<file path="config.mk">
export PLATFORM = sky130hd
export DESIGN_NAME = mtma_avg_div
export DESIGN_NICKNAME = d
export VERILOG_FILES = /design/src/rtl/core/mtma_pkg.sv /design/src/rtl/core/mtma_avg_div.sv
export SDC_FILE = /design/constraint.sdc
export NUM_CORES = 1
export LEC_CHECK = 0
export ABC_AREA = 0
export ABC_CLOCK_PERIOD_IN_PS = 3000
export BUFFER_PORTS_ARGS = -buffer_cell sky130_fd_sc_hd__buf_4
export CAP_MARGIN = 10
export CORE_ASPECT_RATIO = 1.5
export CORE_UTILIZATION = 45
export CTS_BUF_LIST = sky130_fd_sc_hd__clkbuf_8
export DETAILED_ROUTE_END_ITERATION = 12
export HOLD_SLACK_MARGIN = 0.03
export SKIP_CTS_REPAIR_TIMING = 1
export SLEW_MARGIN = 20
export SYNTH_ARGS = -nofsm -noshare
export SYNTH_HDL_FRONTEND = slang
export SYNTH_SLANG_ARGS = --single-unit
</file>
<file path="constraint.sdc">
create_clock -name clk_i -period 3 [get_ports clk_i]
set_input_delay 0.45 -clock clk_i [delete_from_list [all_inputs] [get_ports clk_i]]
set_output_delay 0.45 -clock clk_i [all_outputs]
set_load 0.005 [all_outputs]
</file>
<file path="src/rtl/core/mtma_pkg.sv">
// Shared types and constants of the multichannel triple moving average block.
package mtma_pkg;

  localparam int unsigned CHANNELS_DEF      = 8;
  localparam int unsigned HISTORY_DEPTH_DEF = 64;
  localparam int unsigned SAMPLE_BITS_DEF   = 16;

  localparam int unsigned MODE_W   = 1;
  localparam int unsigned CHAN_W   = 3;
  localparam int unsigned VALUE_W  = 16;
  localparam int unsigned WIN_W    = 6;
  localparam int unsigned SUM_W    = 22;
  localparam int unsigned AVG_W    = 16;
  localparam int unsigned NUM_W    = SUM_W + 2;
  localparam int unsigned DEN_W    = WIN_W + 1;
  localparam int unsigned RAM_AW   = 14;
  localparam int unsigned PADDR_W  = 4;
  localparam int unsigned PDATA_W  = 32;
  localparam int unsigned NUM_WIN  = 3;

  localparam logic [MODE_W-1:0] MODE_SAMPLE = 1'b0;
  localparam logic [MODE_W-1:0] MODE_INIT   = 1'b1;

  localparam logic [1:0] REG_WIN_DISPLAY   = 2'd0;
  localparam logic [1:0] REG_WIN_CALIBRATE = 2'd1;
  localparam logic [1:0] REG_WIN_MEASURE   = 2'd2;

  localparam logic [WIN_W-1:0] WIN_DISPLAY_RST   = 6'd8;
  localparam logic [WIN_W-1:0] WIN_CALIBRATE_RST = 6'd16;
  localparam logic [WIN_W-1:0] WIN_MEASURE_RST   = 6'd32;

  typedef enum logic [2:0] {
    S_CLEAR,
    S_IDLE,
    S_READ,
    S_UPDATE,
    S_FILL,
    S_START,
    S_DIVIDE,
    S_DONE
  } mtma_state_e;

  // Write and read request to the history memory.
  typedef struct packed {
    logic                 we;
    logic [RAM_AW-1:0]    waddr;
    logic [VALUE_W-1:0]   wdata;
    logic                 re;
    logic [RAM_AW-1:0]    raddr;
  } mtma_ram_req_t;

endpackage

</file>
<file path="src/rtl/core/mtma_avg_div.sv">
// Iterative rounded average: floor((2*sum + w) / (2*w)), one quotient bit per cycle.
module mtma_avg_div import mtma_pkg::*; (
  input  logic             clk_i,
  input  logic             rst_ni,
  input  logic             start_i,
  input  logic [SUM_W-1:0] sum_i,
  input  logic [WIN_W-1:0] win_i,
  output logic             done_o,
  output logic [AVG_W-1:0] avg_o
);

  localparam int unsigned CNT_W = $clog2(NUM_W + 1);

  logic [NUM_W-1:0] num_q, num_d;
  logic [NUM_W-1:0] quo_q, quo_d;
  logic [DEN_W-1:0] den_q, den_d;
  logic [DEN_W-1:0] rem_q, rem_d;
  logic [CNT_W-1:0] cnt_q, cnt_d;
  logic             done_q, done_d;
  logic             zero_q, zero_d;
  logic [DEN_W:0]   trial;

  always_comb begin
    num_d  = num_q;
    quo_d  = quo_q;
    den_d  = den_q;
    rem_d  = rem_q;
    cnt_d  = cnt_q;
    zero_d = zero_q;
    done_d = 1'b0;
    trial  = {rem_q, num_q[NUM_W-1]};
    if (start_i) begin
      num_d  = {1'b0, sum_i, 1'b0} + NUM_W'(win_i);
      den_d  = {win_i, 1'b0};
      rem_d  = '0;
      quo_d  = '0;
      zero_d = (win_i == '0);
      cnt_d  = CNT_W'(NUM_W);
    end else if (cnt_q != '0) begin
      num_d = {num_q[NUM_W-2:0], 1'b0};
      if (trial >= {1'b0, den_q}) begin
        rem_d = DEN_W'(trial - {1'b0, den_q});
        quo_d = {quo_q[NUM_W-2:0], 1'b1};
      end else begin
        rem_d = trial[DEN_W-1:0];
        quo_d = {quo_q[NUM_W-2:0], 1'b0};
      end
      cnt_d  = cnt_q - 1'b1;
      done_d = (cnt_q == CNT_W'(1));
    end
  end

  always_ff @(posedge clk_i or negedge rst_ni) begin
    if (!rst_ni) begin
      cnt_q  <= '0;
      done_q <= 1'b0;
    end else begin
      cnt_q  <= cnt_d;
      done_q <= done_d;
    end
  end

  always_ff @(posedge clk_i) begin
    num_q  <= num_d;
    quo_q  <= quo_d;
    den_q  <= den_d;
    rem_q  <= rem_d;
    zero_q <= zero_d;
  end

  assign done_o = done_q;
  // A zero window reports zero; a quotient above the output range saturates.
  assign avg_o  = zero_q ? '0 :
                  (quo_q[NUM_W-1:AVG_W] != '0) ? '1 : quo_q[AVG_W-1:0];

endmodule

</file>
; Word-level counts from Yosys, hierarchy flattened
; Cells that the tools add are included.
[totals]
in_bits = 31
latch_bits = 0
ramBits = 0
romBits = 0
elab_cells = 26
reg_bits = 68
mem_count = 0
[classes]
mux = 10
eq_ne = 1
reduce_logical = 4
n_bitwise = 0
shifts = 0
div_mod_pow = 0
add_sub_neg = 3
n_lt_le_gt_ge = 1
n_mul = 0
[op_table]
columns = op, count
row1 = 24-bit 2-to-1 mux, 2
row2 = 16-bit 2-to-1 mux, 2
row3 = 23-bit by 6-bit adder with 24-bit output, 1
row4 = 5-bit 2-to-1 mux, 2
row5 = 8-bit by 7-bit greater-or-equal comparator with 1-bit output, 1
row6 = 8-bit nonzero test, 1
row7 = 7-bit 2-to-1 mux, 1
row8 = 7-bit subtractor, 1
row9 = 6-bit zero test, 1
row10 = 5-bit by 1-bit equality test with 1-bit output (second input constant), 1
row11 = 5-bit nonzero test, 1
row12 = 5-bit by 1-bit subtractor with 5-bit output (second input constant), 1
row13 = 1-bit 2-to-1 mux, 3
row14 = 2-bit nonzero test, 1

; Depth between registers and ports, before layout
[depth]
depth_word = 3
mapped_depth = 8
ltp_nobuf = 8

; Worst setup path before layout
; OpenSTA, ideal clock, no wires.
[synth_timing]
kind = input to register
from = in sum_i[0]
to = reg num_q[19] (data pin)
stages = 8
t_required_ns = 2.729
slack_ns = 0.711
setup_ns = 0.271
t_arrival_ns = 2.019
path_buffers = 0
cell_sequence = ha_1 > inv_1 > fa_1 > and2b_1 > o211ai_4 > a2111oi_2 > xnor2_1 > a21oi_1
[synth_via]
elab_chain_cells = 2
[synth_rtl]
columns = element, line_no
row1 = "start, declared", mtma_avg_div.sv:6  ; input logic [SUM_W-1:0] sum_i,
row2 = 23-bit by 6-bit adder with 24-bit output, mtma_avg_div.sv:33  ; num_d = {1'b0, sum_i, 1'b0} + NUM_W'(win_i);
row3 = 24-bit 2-to-1 mux, mtma_avg_div.sv:32  ; if (start_i) begin
row4 = net num_d[19], mtma_avg_div.sv:14  ; logic [NUM_W-1:0] num_q, num_d;
row5 = "end signal, assigned", mtma_avg_div.sv:64  ; num_q <= num_d;
row6 = "end, declared", mtma_avg_div.sv:14
; The timed path passes the listed nets, and every way through them passes these cells.
; A chain may end at the register's enable or synchronous reset.

; Worst setup path after layout
[layout_timing]
from = reg quo_q[16]
to = out avg_o[4]
[layout_via]
elab_chain_cells = 3
[layout_rtl]
columns = element, line_no
row1 = "start, declared", mtma_avg_div.sv:15  ; logic [NUM_W-1:0] quo_q, quo_d;
row2 = "start signal, assigned", mtma_avg_div.sv:65  ; quo_q <= quo_d;
row3 = 8-bit nonzero test, mtma_avg_div.sv:74  ; (quo_q[NUM_W-1:AVG_W] != '0) ? '1 : quo_q[AVG_W-1:0];
row4 = 16-bit 2-to-1 mux, mtma_avg_div.sv:74
row5 = 16-bit 2-to-1 mux, mtma_avg_div.sv:73  ; assign avg_o = zero_q ? '0 :
row6 = "end, declared", mtma_avg_div.sv:9  ; output logic [AVG_W-1:0] avg_o
; Every way passes these cells.

==> flow_summary.yaml <==
route:
  first_pass_iters: 5
  vias: 2944
  drt-initial-drc-count: 243
  ant_nets: 0
  drc: 0
  drt_wl_total_um: 7385
  routedWlPerCell_um: 13.14
  post_drt_via_cell_ratio: 5.238
setup_path:
  slowest_delay_ns: 0.38
  start_kind: "register"
  path_class: "register to primary output"
  arrival_ns: 1.80
  path_common_cell: "nor2_1"
  critPathRequiredTime_ns: 2.55
  critPathMaxFanout: 16
  critPathSlowestCell: "nand2_1"
  crit_path_end_kind: "primary output"
  critical_path.cell_chain: "nor4_1 -> nand2_1 -> nor2_1 -> nor2_1 -> buf_4"
timing:
  period_needed_ns: 2.246
  maxSlewViolCount: 0
  fin_tns_setup_ns: 0
  min_period_over_period_pct: 74.85
  worst_pin_slew_ns: 0.5441
  setup_viol: 0
  fmax_mhz: 445.3
  fin_hold_ws_ns: 0.3012
  rsz0062_at_grt: "false"
  slew_headroom_pct: 63.64
  clock_skew_ns: 0.007983
  hold_viol: 0
cells_and_area:
  seq_area_sq_mm: 0.001702
  layout_commonest_cell: "nor2_1"
  final_cell_mix: "67 x nor2_1, 59 x nand2_1, 53 x buf_4"
  n_antenna_cell: 0
  multiInputGateArea_sq_mm: 0.001849
  area_delta_synth_final_pct: 18.08
  fin_nets: 499
  fin_area_sq_mm: 0.004348
  final_cells: 562
  fillerInstances: 747
  drive_gt1_share_pct: 18.82
die:
  die_height_um: 112.8
  dieArea_sq_mm: 0.008556
  io_pins: 48
  start_util_pct: 46.27
  coreArea_sq_mm: 0.007958
  rows: 40
  die_x_um: 75.86
logic_synthesis:
  synthTopCellsByArea: "edfxtp_1 25%, dfxtp_1 17%, nor2_1 6.8%"
  synth_warnings: 0
  syn-cell-area_sq_mm: 0.003682
  synthArstFlopShare_pct: 8.824
  synthSimpleGateAreaFrac_pct: 22.46
  seq_area_frac_synth_pct: 46.21
  synth_top_area_share_pct: 25.28
  synthAdderAreaFrac_pct: 5.844
  synth_seq_cells: 68
  syn_nets: 453
  synth_top_family_by_area: "simple AND/OR/NAND/NOR gates"
  synth.area.mux_share_pct: 2.345
  synth_edf_count: 31
  synth_compound_area_share_pct: 13.93
  avgSynthCellArea_sq_um: 9.070
  postSynthCellCount: 406
  synth_ff_type: "edfxtp_1"
  synth.largest_area_cell: "edfxtp_1"
  ys_types: 49
  synth_xor_area_share_pct: 5.471
place:
  place_hpwl_um: 5144
  placed_cells: 545
  port_buffers: 47
  place_congestion: 0.7952
  dpl_cell_area_sq_mm: 0.004144
clock_network:
  numCtsBuffers: 9
  insertion_delay_ns: 0.35
  cts_tree: "built"
  path_clk_slew_ns: 0.07
  cts.sinks: 68
  htree_levels: 3
  cts_buffer_depth: 2
  cts-root-buf: "clkbuf_8"
pwr:
  clkPwrFrac_pct: 29.9
  power.share.combinational_pct: 23.8
  power_frac_seq_pct: 46.3
  p_leak_nw: 1.683
  power.internal_w: 0.001751
  p_sw_w: 0.0007191
  power_density_mw_per_mm2: 568.1
  ir_drop_mv: 0.3040
  switching_share_pct: 29.11
global_route:
  grt-ovfl-total: 0
  track_usage_pct: 19.12
  grt_max_degree: 51
  antenna_found_initial: 0
  grt_pass1_wl_um: 12430
  grt_pass1_vias: 2804
run:
  cap_viol_max_count: 0
worst_hold_path:
  hold_path_class: "input port to register"
status:
  outcome: "complete, no violations"
==> flip-flops by register name, summed over array words and instances (netlist names) <==
register and count:
quo_q 24, num_q 24, cnt_q 5, rem_q 7
zero_q 1, den_q 6, done_o 1
==> worst max-delay path: cells and delay by family, from the launching register on <==
| family | cells | cell delay, ns |
|---|---|---|
| and+or+nand+nor | 4 | 0.97 |
| DFF | 1 | 0.32 |
| buffers and inverters | 1 | 0.16 |
==> kinds of logic (layout without fill, tap and decap cells) <==
group | after synthesis | in the layout
buffers and inverters | 36 | 87
multiplexers | 8 | 8
XOR/XNOR | 23 | 23
AO/OA/AOI/OAI | 77 | 77
AND/OR/NAND/NOR | 178 | 178
adder cells (fa/ha/maj) | 16 | 16
flip-flops | 68 | 68
==> final timing paths <==
path	from	to	slack, ns	cells after the start
setup / recovery	quo_q[16]	avg_o[4]	0.75	5
hold / removal	win_i[5]	den_q[6]	0.30	1
setup reg to reg	den_q[6]	rem_q[4]	0.94	7
hold reg to reg	quo_q[23]	quo_q[23]	0.46	2
max in group asynchronous	rst_ni	cnt_q[1]	2.44	2
min in group asynchronous	rst_ni	cnt_q[4]	0.44	2
==> cell type report <==
cell class | instances | share of cell area, %
clock inverters | 6 | 1.295
clock buffers | 10 | 3.165
well taps | 105 | 3.022
flip-flops and latches | 68 | 39.14
repair buffers | 54 | 9.381
inverters | 17 | 1.468
multi-input cells | 302 | 42.53
==> synthesized netlist by cell type, types with 3 or more instances <==
cell	instances
edfxtp_1	31
nand4_1	11
a21oi_1	47
xor2_1	9
mux2_2	5
a2111oi_2	3
dfrtp_1	6
nor2_1	67
nand2b_1	3
ha_1	14
inv_1	16
mux2i_1	3
a211oi_1	11
nand2_1	59
xnor2_1	14
o21ai_0	4
dfxtp_1	31
nand3b_1	3
clkbuf_1	15
or4_1	3
nand3_1	12
and2_1	3
==> power by group through the flow <==
stage	registers, W	clock network (W)	logic (W)
after floorplan	0.00114	0	0.000450
after global placement	0.00116	0	0.000578
after detailed placement	0.00117	0	0.000590
after CTS	0.00115	0.000762	0.000595
after global routing	0.00116	0.000798	0.000663
final	0.00114	0.000737	0.000589
==> per-layer routing <==
metal,track usage (%),vias up,routed length [um]
met5,0,-,0
met4,11.48,0,245
met3,3.206,17,204
met2,32.09,38,3739
met1,22.00,1376,3195
li1,-,1513,-
==> stage by stage <==
stage / power, W / util (%) / setup slack (ns)
2_1_floorplan: 0.001590 / - / 0.7109
3_5_place_dp: 0.001756 / 52.08 / 0.4660
3_3_place_gp: 0.001742 / 52.08 / 0.4907
5_1_grt: 0.002618 / 54.64 / 0.4900
6_report: 0.002470 / 54.64 / 0.7545
4_1_cts: 0.002502 / 54.51 / 0.7036
(Power assumes the default switching activity.)
